### config.mk
export PLATFORM = sky130hd
export DESIGN_NAME = cigar_exon_splitter
export DESIGN_NICKNAME = d
export VERILOG_FILES = /design/src/hw/rtl/ces_pkg.sv /design/src/hw/rtl/cigar_exon_splitter.sv /design/src/hw/rtl/ces_front.sv /design/src/hw/rtl/ces_queue.sv /design/src/hw/rtl/ces_back.sv
export SDC_FILE = /design/constraint.sdc
export NUM_CORES = 1
export LEC_CHECK = 0
export ABC_AREA = 1
export BUFFER_PORTS_ARGS = -buffer_cell sky130_fd_sc_hd__buf_2
export CAP_MARGIN = 20
export CORE_UTILIZATION = 35
export DETAILED_ROUTE_END_ITERATION = 6
export GPL_ROUTABILITY_DRIVEN = 0
export PLACE_DENSITY = 0.56
export SKIP_CTS_REPAIR_TIMING = 1
export SYNTH_ARGS = -nofsm -noshare
export SYNTH_HDL_FRONTEND = slang
export SYNTH_SLANG_ARGS = --single-unit
### constraint.sdc
create_clock -name clk_i -period 17.01 [get_ports clk_i]
set_clock_uncertainty 0.1 [all_clocks]
set_input_delay 0.8505 -clock clk_i [delete_from_list [all_inputs] [get_ports clk_i]]
set_output_delay 0.8505 -clock clk_i [all_outputs]
set_load 0.01 [all_outputs]
### src/hw/rtl/ces_pkg.sv
package ces_pkg;

  // CIGAR operation codes as they arrive on op_code_i.
  typedef enum logic [3:0] {
    OP_M  = 4'd0,
    OP_I  = 4'd1,
    OP_D  = 4'd2,
    OP_N  = 4'd3,
    OP_S  = 4'd4,
    OP_H  = 4'd5,
    OP_P  = 4'd6,
    OP_EQ = 4'd7,
    OP_X  = 4'd8,
    OP_B  = 4'd9
  } op_e;

  localparam int CFG_IDX_W = 1;
  localparam logic [CFG_IDX_W-1:0] CFG_MIN_EXON_LEN   = 1'd0;
  localparam logic [CFG_IDX_W-1:0] CFG_MIN_INTRON_LEN = 1'd1;

  localparam int LEN_W   = 28;
  localparam int REF_W   = 31;
  localparam int POS_W   = 31;
  localparam int COORD_W = 32;
  localparam int IDX_W   = 16;

  // Depth of the queue between the front and the back.
  localparam int QDEPTH = 2;
  localparam int QPTR_W = (QDEPTH > 1) ? $clog2(QDEPTH) : 1;
  localparam int QCNT_W = $clog2(QDEPTH + 1);

  typedef struct packed {
    logic [COORD_W-1:0] start;
    logic [COORD_W-1:0] stop;
    logic [IDX_W-1:0]   index;
  } exon_t;

  // One queue entry per input item that yields an exon: an optional closed exon and an
  // optional final exon, both from the same read.
  typedef struct packed {
    logic [REF_W-1:0] ref_id;
    logic             strand_rev;
    logic             emit_a;
    logic             emit_b;
    exon_t            a;
    exon_t            b;
  } job_t;

endpackage

### src/hw/rtl/cigar_exon_splitter.sv
// Channel | Direction | Handshake               | Payload
// cfg     | in        | cfg_valid_i/cfg_ready_o | cfg_index_i, cfg_data_i
// in      | in        | in_valid_i/in_ready_o   | one CIGAR op with read fields
// out     | out       | out_valid_o/out_ready_i | one exon block
// One op is accepted per cycle while the two-entry queue has room; the front
// computes the exon update combinationally in that cycle.
// At best, an exon appears on the output in the cycle after its op is accepted.
// An op that yields two exons holds the output for two transactions.
// Reset clears the configuration, the read state and the queue; no memory sweep.
// A stalled output fills the queue, after which in_ready_o drops.
module cigar_exon_splitter (
  input  logic                               clk_i,
  input  logic                               rst_ni,
  input  logic                               cfg_valid_i,
  output logic                               cfg_ready_o,
  input  logic [ces_pkg::CFG_IDX_W-1:0]      cfg_index_i,
  input  logic [ces_pkg::LEN_W-1:0]          cfg_data_i,
  input  logic                               in_valid_i,
  output logic                               in_ready_o,
  input  logic                               first_op_i,
  input  logic                               last_op_i,
  input  logic                               read_unmapped_i,
  input  logic [ces_pkg::REF_W-1:0]          ref_id_i,
  input  logic [ces_pkg::POS_W-1:0]          read_pos_i,
  input  logic                               strand_rev_i,
  input  logic [3:0]                         op_code_i,
  input  logic [ces_pkg::LEN_W-1:0]          op_len_i,
  output logic                               out_valid_o,
  input  logic                               out_ready_i,
  output logic [ces_pkg::REF_W-1:0]          out_ref_id_o,
  output logic [ces_pkg::COORD_W-1:0]        exon_start_o,
  output logic [ces_pkg::COORD_W-1:0]        exon_end_o,
  output logic                               out_strand_rev_o,
  output logic [ces_pkg::IDX_W-1:0]          exon_index_o,
  output logic                               last_exon_o
);

  logic          push, full, pop, empty;
  ces_pkg::job_t push_data, head;

  ces_front u_front (
    .clk_i,
    .rst_ni,
    .cfg_valid_i,
    .cfg_ready_o,
    .cfg_index_i,
    .cfg_data_i,
    .in_valid_i,
    .in_ready_o,
    .first_op_i,
    .last_op_i,
    .read_unmapped_i,
    .ref_id_i,
    .read_pos_i,
    .strand_rev_i,
    .op_code_i,
    .op_len_i,
    .push_o      (push),
    .push_data_o (push_data),
    .full_i      (full)
  );

  ces_queue u_queue (
    .clk_i,
    .rst_ni,
    .push_i      (push),
    .push_data_i (push_data),
    .full_o      (full),
    .pop_i       (pop),
    .head_o      (head),
    .empty_o     (empty)
  );

  ces_back u_back (
    .clk_i,
    .rst_ni,
    .head_i      (head),
    .empty_i     (empty),
    .pop_o       (pop),
    .out_valid_o,
    .out_ready_i,
    .out_ref_id_o,
    .exon_start_o,
    .exon_end_o,
    .out_strand_rev_o,
    .exon_index_o,
    .last_exon_o
  );

endmodule

### src/hw/rtl/ces_front.sv
module ces_front (
  input  logic                               clk_i,
  input  logic                               rst_ni,
  input  logic                               cfg_valid_i,
  output logic                               cfg_ready_o,
  input  logic [ces_pkg::CFG_IDX_W-1:0]      cfg_index_i,
  input  logic [ces_pkg::LEN_W-1:0]          cfg_data_i,
  input  logic                               in_valid_i,
  output logic                               in_ready_o,
  input  logic                               first_op_i,
  input  logic                               last_op_i,
  input  logic                               read_unmapped_i,
  input  logic [ces_pkg::REF_W-1:0]          ref_id_i,
  input  logic [ces_pkg::POS_W-1:0]          read_pos_i,
  input  logic                               strand_rev_i,
  input  logic [3:0]                         op_code_i,
  input  logic [ces_pkg::LEN_W-1:0]          op_len_i,
  output logic                               push_o,
  output ces_pkg::job_t                      push_data_o,
  input  logic                               full_i
);

  localparam int CW = ces_pkg::COORD_W;
  localparam int IW = ces_pkg::IDX_W;

  function automatic logic [IW-1:0] sat_inc(input logic [IW-1:0] v);
    return (v == '1) ? v : v + IW'(1);
  endfunction

  logic [ces_pkg::LEN_W-1:0] min_exon_q, min_intron_q;
  logic [CW-1:0]             cur_start_q, cur_start_d;
  logic [CW-1:0]             cur_end_q, cur_end_d;
  logic [IW-1:0]             done_q, done_d;
  logic [ces_pkg::REF_W-1:0] ref_q, ref_d;
  logic                      strand_q, strand_d;
  logic                      unm_q, unm_d;

  logic          in_acc;
  logic [CW-1:0] start0, end0, endn, new_start, new_end;
  logic [CW:0]   sum;
  logic [CW+1:0] lhs, rhs;
  logic [IW-1:0] done0, done1, done2;
  logic          is_ext, is_skip, closing, emit_a;

  assign cfg_ready_o = 1'b1;
  assign in_ready_o  = !full_i;
  assign in_acc      = in_valid_i && in_ready_o;

  always_comb begin
    is_ext  = 1'b0;
    is_skip = 1'b0;
    unique case (op_code_i) inside
      ces_pkg::OP_M, ces_pkg::OP_D, ces_pkg::OP_EQ, ces_pkg::OP_X: is_ext = 1'b1;
      ces_pkg::OP_N: is_skip = 1'b1;
      default: ;
    endcase
  end

  always_comb begin
    // A first op opens a new read: the exon starts empty just past read_pos.
    unm_d    = first_op_i ? read_unmapped_i : unm_q;
    ref_d    = first_op_i ? ref_id_i : ref_q;
    strand_d = first_op_i ? strand_rev_i : strand_q;
    end0     = first_op_i ? {1'b0, read_pos_i} : cur_end_q;
    start0   = first_op_i ? ({1'b0, read_pos_i} + CW'(1)) : cur_start_q;
    done0    = first_op_i ? '0 : done_q;

    sum  = {1'b0, end0} + (CW+1)'(op_len_i);
    endn = sum[CW] ? '1 : sum[CW-1:0];

    // Length end - start + 1 >= min_exon_len, kept free of negatives.
    lhs = (CW+2)'(end0) + (CW+2)'(1);
    rhs = (CW+2)'(start0) + (CW+2)'(min_exon_q);

    closing   = is_skip && (op_len_i >= min_intron_q);
    emit_a    = closing && ((done0 == '0) || (lhs >= rhs));
    new_end   = (is_ext || is_skip) ? endn : end0;
    new_start = closing ? ((endn == '1) ? endn : endn + CW'(1)) : start0;
    done1     = emit_a ? sat_inc(done0) : done0;
    done2     = last_op_i ? sat_inc(done1) : done1;

    cur_end_d   = unm_d ? end0 : new_end;
    cur_start_d = unm_d ? start0 : new_start;
    done_d      = unm_d ? done0 : done2;
  end

  always_comb begin
    push_data_o.ref_id     = ref_d;
    push_data_o.strand_rev = strand_d;
    push_data_o.emit_a     = emit_a;
    push_data_o.emit_b     = last_op_i;
    push_data_o.a.start    = start0;
    push_data_o.a.stop     = end0;
    push_data_o.a.index    = done0;
    push_data_o.b.start    = new_start;
    push_data_o.b.stop     = new_end;
    push_data_o.b.index    = done1;
  end

  assign push_o = in_acc && !unm_d && (emit_a || last_op_i);

  always_ff @(posedge clk_i or negedge rst_ni) begin
    if (!rst_ni) begin
      min_exon_q   <= '0;
      min_intron_q <= '0;
      cur_start_q  <= '0;
      cur_end_q    <= '0;
      done_q       <= '0;
      ref_q        <= '0;
      strand_q     <= 1'b0;
      unm_q        <= 1'b0;
    end else begin
      if (cfg_valid_i && cfg_ready_o) begin
        if (cfg_index_i == ces_pkg::CFG_MIN_EXON_LEN) begin
          min_exon_q <= cfg_data_i;
        end
        if (cfg_index_i == ces_pkg::CFG_MIN_INTRON_LEN) begin
          min_intron_q <= cfg_data_i;
        end
      end
      if (in_acc) begin
        cur_start_q <= cur_start_d;
        cur_end_q   <= cur_end_d;
        done_q      <= done_d;
        ref_q       <= ref_d;
        strand_q    <= strand_d;
        unm_q       <= unm_d;
      end
    end
  end

`ifndef SYNTHESIS
  // The front never writes into a full queue.
  a_no_push_full: assert property (@(posedge clk_i) disable iff (!rst_ni)
    push_o |-> !full_i) else $error("push into full queue");
`endif

endmodule

### src/hw/rtl/ces_queue.sv
module ces_queue (
  input  logic          clk_i,
  input  logic          rst_ni,
  input  logic          push_i,
  input  ces_pkg::job_t push_data_i,
  output logic          full_o,
  input  logic          pop_i,
  output ces_pkg::job_t head_o,
  output logic          empty_o
);

  localparam int PW = ces_pkg::QPTR_W;
  localparam int CNW = ces_pkg::QCNT_W;

  ces_pkg::job_t     mem_q [ces_pkg::QDEPTH];
  logic [PW-1:0]     wr_ptr_q, rd_ptr_q;
  logic [CNW-1:0]    count_q;

  function automatic logic [PW-1:0] ptr_next(input logic [PW-1:0] p);
    return (p == PW'(ces_pkg::QDEPTH - 1)) ? '0 : p + PW'(1);
  endfunction

  assign full_o  = (count_q == CNW'(ces_pkg::QDEPTH));
  assign empty_o = (count_q == '0);
  assign head_o  = mem_q[rd_ptr_q];

  always_ff @(posedge clk_i) begin
    if (push_i) begin
      mem_q[wr_ptr_q] <= push_data_i;
    end
  end

  always_ff @(posedge clk_i or negedge rst_ni) begin
    if (!rst_ni) begin
      wr_ptr_q <= '0;
      rd_ptr_q <= '0;
      count_q  <= '0;
    end else begin
      if (push_i) begin
        wr_ptr_q <= ptr_next(wr_ptr_q);
      end
      if (pop_i) begin
        rd_ptr_q <= ptr_next(rd_ptr_q);
      end
      if (push_i && !pop_i) begin
        count_q <= count_q + CNW'(1);
      end else if (pop_i && !push_i) begin
        count_q <= count_q - CNW'(1);
      end
    end
  end

`ifndef SYNTHESIS
  a_no_pop_empty: assert property (@(posedge clk_i) disable iff (!rst_ni)
    pop_i |-> !empty_o) else $error("pop from empty queue");
  a_push_fills: assert property (@(posedge clk_i) disable iff (!rst_ni)
    (push_i && !pop_i) |=> !empty_o) else $error("queue lost an entry");
`endif

endmodule

### src/hw/rtl/ces_back.sv
module ces_back (
  input  logic                               clk_i,
  input  logic                               rst_ni,
  input  ces_pkg::job_t                      head_i,
  input  logic                               empty_i,
  output logic                               pop_o,
  output logic                               out_valid_o,
  input  logic                               out_ready_i,
  output logic [ces_pkg::REF_W-1:0]          out_ref_id_o,
  output logic [ces_pkg::COORD_W-1:0]        exon_start_o,
  output logic [ces_pkg::COORD_W-1:0]        exon_end_o,
  output logic                               out_strand_rev_o,
  output logic [ces_pkg::IDX_W-1:0]          exon_index_o,
  output logic                               last_exon_o
);

  // Set once the closed exon of a two-exon entry has gone out.
  logic          half_q;
  logic          show_a, out_acc;
  ces_pkg::exon_t ex;

  assign show_a      = head_i.emit_a && !half_q;
  assign ex          = show_a ? head_i.a : head_i.b;
  assign out_valid_o = !empty_i;
  assign out_acc     = out_valid_o && out_ready_i;
  assign pop_o       = out_acc && (!show_a || !head_i.emit_b);

  assign out_ref_id_o     = head_i.ref_id;
  assign out_strand_rev_o = head_i.strand_rev;
  assign exon_start_o     = ex.start;
  assign exon_end_o       = ex.stop;
  assign exon_index_o     = ex.index;
  assign last_exon_o      = !show_a;

  always_ff @(posedge clk_i or negedge rst_ni) begin
    if (!rst_ni) begin
      half_q <= 1'b0;
    end else if (pop_o) begin
      half_q <= 1'b0;
    end else if (out_acc) begin
      half_q <= 1'b1;
    end
  end

`ifndef SYNTHESIS
  a_half_ok: assert property (@(posedge clk_i) disable iff (!rst_ni)
    half_q |-> (!empty_i && head_i.emit_a && head_i.emit_b))
    else $error("second exon pending without a two-exon entry");
  a_pop_on_acc: assert property (@(posedge clk_i) disable iff (!rst_ni)
    pop_o |-> (out_valid_o && out_ready_i)) else $error("pop without transaction");
`endif

endmodule

==> After elaboration in Yosys (flattened, before gate mapping) <==
Memory sizes are Yosys's and may differ from the RTL's.
Index checks and enable logic that the tools add are counted.
Widths: inputs -> output; s select.
{ "word_totals": {"reg_bits": 174, "ramBits": 388, "output_inout_bits": 116, "n_memories": 1} }
{ "mem_list": {"columns": ["name", "words", "word_bits", "read_ports", "rd_ports_with_merged_regs", "wr", "line", "rtl"], "rows": [
  ["u_queue.mem_q", 2, 194, 1, 0, 1, "ces_queue.sv:15", "ces_pkg::job_t mem_q [ces_pkg::QDEPTH];"]
]} }
{ "classes": {"addsub": 11, "order_cmp": 2, "n_eq_ne": 8, "mux": 28, "bitwise_logic": 1, "reduce_logical": 30} }
{ "ops": {"columns": ["op", "count"], "rows": [
  ["$mux 32", 8],
  ["$mux 16", 6],
  ["$mux 80", 1],
  ["$add 32x28->33", 2],
  ["$ge 34x34->1", 1],
  ["$add 32x1->33 const B", 1],
  ["$add 16x1->16 const B", 2],
  ["$add 31x1->32 const B", 1],
  ["$add 32x1->32 const B", 1],
  ["$eq 16x16->1 const B", 2],
  ["$eq 32x32->1 const B", 1],
  ["$mux 31", 1],
  ["$ge 28x28->1", 1],
  ["$logic_not 16->1", 1],
  ["$logic_and 1x1->1", 10],
  ["$mux 1", 10],
  ["$eq 4x2->1 const B", 2],
  ["$logic_not 1->1", 8],
  ["$eq 4x3->1 const B", 1],
  ["$eq 4x4->1 const B", 1],
  ["$logic_not 4->1", 1],
  ["$logic_or 1x1->1", 4],
  ["$mux 2", 2],
  ["$reduce_and 2->1", 2],
  ["other kinds (8)", 10]
]} }

==> Logic depth before layout (Yosys ltp) <==
{ "logic_depth": {"ltp_word": 12, "mapped_depth": 48} }

==> Modules after synthesis <==
Synthesis repeated with hierarchy kept, for this count alone.
{ "unflattened": {"cells_unflattened": 3760, "hier_area_um2": 33882.5} }
{ "by_module_without_submodules": {"columns": ["mod", "instances", "cells_each", "area_per_inst_um2", "seq_area_each_um2"], "rows": [
  ["ces_front", 1, 2824, 17595.6, 4229.1],
  ["ces_queue", 1, 629, 14828.0, 11751.3],
  ["ces_back", 1, 307, 1458.9, 25.0]
]} }

==> Worst setup path before layout <==
OpenSTA, ideal clock, no wires.
{ "synth_path": {"path_type": "input-to-reg", "startpoint": "input port first_op_i", "endpoint": "memory u_queue.mem_q[1][0] in the netlist's numbering, enable pin", "arrival_ps": 14144, "slack_ps": 2014, "stages": 34, "n_path_buf": 7, "path_cell_list": "buf_6 > buf_6 > buf_4 > buf_2 > clkbuf_1 > clkbuf_1 > o21ai_0 > ha_1 > inv_1 > fa_1 > o21ai_0 > nand2_1 > o211ai_1 > a21boi_0 > o21ai_0 > a21oi_1 > o21ai_0 > a21o_1 > nand2_1 > nand2_1 > nand2_1 > xor2_1 > ha_1 > nand2_1 > nor2_1 > nand4_1 > a21oi_1 > nor2_2 > nand2_4 > nand3_2 > buf_4 > a21oi_1 > inv_1 > nor2_1"} }
{ "synth_rtl": {"columns": ["element", "line", "rtl"], "rows": [
  ["from (decl)", "cigar_exon_splitter.sv:20", "input logic first_op_i,"],
  ["to (decl)", "ces_queue.sv:15", null]
]} }

==> impl_metrics.py <==
metrics = {
    "power_and_ir_drop": {
        "internal_power_mw": 3.38,
        "clockPowerShare_pct": 25.7,
        "pwr-share-seq_pct": 33.1,
        "p_switching_mw": 2.34,
        "switching_share_pct": 41.0,
        "max-vdd-ir-drop_mv": 0.105,
        "leakagePower_nw": 16.1,
        "p_total_mw": 5.72,
        "power_frac_comb_pct": 41.2,
        "p_per_area_nw_per_um2": 153,
    },
    "drt": {
        "wl_per_cell_um": 20.8,
        "vias": 26800,
        "drc": 0,
        "drt_iter0_drc": 2457,
        "routed_wl_mm": 108,
        "routed_via_density": 5.14,
        "dr.pass1.iters": 6,
        "postRouteAntennaNets": 0,
    },
    "sta": {
        "setup_viol": 0,
        "max_clock_freq_mhz": 114,
        "drv_slew": 0,
        "tightest_slew_ns": 1.23,
        "tns_ns": 0,
        "hold_viol_final": 0,
        "fin_crit_ns": 8.77,
        "relSlewSlack_pct": 17.0,
        "finalCritPeriodShare_pct": 51.6,
        "rsz0062_at_grt": "no",
    },
    "worst_setup_path": {
        "crit_family": "compound AO/OA/AOI/OAI gates",
        "worstSetupPathType": "in -> reg",
        "slowest_delay_ns": 0.82,
        "crit_path_end_kind": "flip-flop",
        "cp_max_fo": 65,
        "cpMostUsedCell": "a21oi_1",
        "r2r_end": "u_queue.mem_q[1][43]",
        "r2r_cells": 29,
        "worstSetupStartpointType": "primary input",
        "cp.required_ns": 17.14,
        "r2r_slack_ns": 8.91,
        "worst-path-buf-inv": 6,
        "slowest_stage": "buf_4",
        "cp.arrival_ns": 8.90,
        "r2r-start": "u_front.cur_start_q[0]",
    },
    "synth": {
        "yosysSeqAreaShare_pct": 49.1,
        "syn_nets": 3963,
        "avgSynthCellArea_um2": 8.81,
        "synth_fa_ha_area_share_pct": 4.96,
        "ys_types": 68,
        "synth_compound_area_share_pct": 11.5,
        "muxShareOfSynthArea_pct": 2.45,
        "ys_ff_latch": 562,
        "synth_xor_area_share_pct": 2.60,
        "yosys_warnings": 0,
        "synth_top_family_by_area": "simple AND/OR/NAND/NOR gates",
        "synthSimpleGateAreaFrac_pct": 22.8,
        "syn-cell-area_um2": 32600,
        "synthCells": 3703,
        "synthFlopType": "edfxtp_1",
        "synth_edf_count": 388,
        "synthArstFlopShare_pct": 31.0,
    },
    "placed_design": {
        "dpl_cell_area_um2": 35100,
        "dpl.hpwl_mm": 80.4,
        "dp_cells": 5083,
        "portBuffers": 246,
    },
    "cells_and_area": {
        "stdcell_count": 5210,
        "layout_commonest_cell": "nand2_1",
        "nets": 4170,
        "finalInstanceArea_um2": 37400,
        "synthToLayoutAreaGrowth_pct": 14.6,
        "layout_common_cells": "nand2_1 (952), inv_1 (389), edfxtp_1 (388)",
        "drive_gt1_share_pct": 15.4,
    },
    "die": {
        "ios": 248,
        "die_area_um2": 94400,
        "die_y_um": 307,
        "fp.dieW_um": 307,
        "start_util_pct": 35.5,
        "rows": 111,
        "core_area_um2": 91900,
    },
    "outcome": {
        "status": "complete, no violations",
    },
    "clock_tree": {
        "clk_pin_slew_ns": 0.06,
        "clockBufferDepth": 3,
        "cts_root_buf": "clkbuf_16",
        "cts-htree-levels": 3,
        "cts_tree": "yes",
        "cts_buffers": 68,
        "clock_sinks": 562,
        "clock_latency_ns": 0.65,
    },
    "worst_hold_path": {
        "hold_path.class": "in -> async",
    },
    "global_routing": {
        "grt_pass1_wl_mm": 159,
        "grt_pass1_vias": 25100,
        "antenna_found_initial": 12,
        "grt_start_max_net_pins": 145,
        "grtUsageTotal_pct": 22.6,
        "overflow": 0,
    },
    "run": {
        "max_cap_violations": 0,
    },
}
cell usage after synthesis (3+ instances only):
master / n / share of area (%)
a21o_1: 8 / 0.18
o211ai_1: 109 / 2.5
nand2_1: 954 / 11
nand2_2: 40 / 0.77
nor2_1: 228 / 2.6
nand3_2: 16 / 0.49
edfxtp_1: 388 / 36
nor2_2: 18 / 0.35
ha_1: 126 / 4.8
o21ai_1: 18 / 0.28
mux2i_1: 80 / 2.5
or2_2: 94 / 1.8
nand2_4: 10 / 0.35
a21oi_1: 110 / 1.7
dfrtp_1: 174 / 13
o21a_1: 14 / 0.32
nand3_1: 131 / 2.0
nor2_4: 11 / 0.38
inv_1: 390 / 4.5
nor3_2: 3 / 0.092
nand4_1: 46 / 0.88
o21ai_0: 321 / 4.9
o21bai_1: 6 / 0.14
xnor2_1: 29 / 0.78
buf_6: 7 / 0.24
a31oi_1: 4 / 0.077
nor4_1: 7 / 0.13
o22ai_1: 9 / 0.17
o221ai_1: 9 / 0.24
buf_1: 7 / 0.081
a21boi_0: 5 / 0.12
inv_2: 11 / 0.13
a22o_1: 4 / 0.11
buf_4: 8 / 0.18
nand3b_1: 20 / 0.46
and2_1: 10 / 0.19
nor3_1: 47 / 0.72
a22oi_1: 13 / 0.30
clkbuf_1: 106 / 1.2
xor2_1: 68 / 1.8
buf_2: 10 / 0.15
cell type report:
class                           count  area, µm²
Antenna cell                        3       7.51
Clock buffer                       96       1890
Clock inverter                     28        409
Fill cell                        9288      54500
Inverter                          402       1510
Multi-Input combinational cell   2600      14500
Sequential cell                   562      16000
Tap cell                         1243       1560
Timing Repair Buffer              276       1480
per-layer routing:
metal | global-route usage, % | vias to the layer above | share of wire [%]
met2 | 37.3 | 940 | 47
li1 | - | 12900 | -
met4 | 7.67 | 12 | 3.6
met1 | 29.5 | 12800 | 42
met3 | 4.56 | 189 | 7.7
met5 | 0 | - | 0.077
how the worst max path moves through the flow:
stage / slack (ns) / to / cells after the start / start
final: 8.24 / u_queue.mem_q[1][43] / 29 / first_op_i
after global routing: 7.54 / u_queue.mem_q[1][39] / 29 / first_op_i
after CTS: 8.37 / u_queue.mem_q[1][35] / 29 / first_op_i
after detailed placement: 7.76 / u_queue.mem_q[1][117] / 29 / first_op_i
after global placement: 7.93 / u_queue.mem_q[1][110] / 29 / first_op_i
after floorplan: 2.01 / u_queue.mem_q[1][0] / 34 / first_op_i
through the flow:
step	hold slack [ns]	setup WS, ns	util (%)
after floorplan	0.346	2.01	-
after global placement	0.361	7.93	38.2
after detailed placement	0.363	7.76	38.2
after CTS	0.0621	8.37	40.7
after global routing	0.0724	7.54	40.7
final	0.0622	8.24	40.7
state kept, by name, indices dropped and copies added (netlist names):
name	flops
u_queue.mem_q	388
u_front.cur_end_q	32
u_front.cur_start_q	32
u_front.ref_q	31
u_front.min_exon_q	28
u_front.min_intron_q	28
u_front.done_q	16
u_queue.count_q	2
u_back.half_q	1
u_front.strand_q	1
u_front.unm_q	1
u_queue.rd_ptr_q	1
u_queue.wr_ptr_q	1
cells by family after synthesis:
family,count (synthesis)
DFF,562
other,1
buffers and inverters,541
AOI/OAI and AO/OA,644
adders and majority gates,128
xor gates and xnor gates,97
and+or+nand+nor,1650
muxes,80
power by group through the flow:
stage	clock [mW]	sequential (mW)	combinational [mW]
2_1_floorplan	0	1.88	1.55
3_3_place_gp	0	1.91	2.35
3_5_place_dp	0	1.92	2.37
4_1_cts	1.50	1.89	2.38
5_1_grt	1.55	1.92	2.60
6_report	1.47	1.90	2.36
worst register-to-register path, delay by kind of cell, from the launching register on:
family,cells,cell delay (ns)
simple gates,11,2.03
buf+inv,4,1.11
flops,1,0.33
xor+xnor,1,0.14
compound gates,10,2.99
fa+ha+maj,3,0.93
Power figures use the tool's default switching activity.
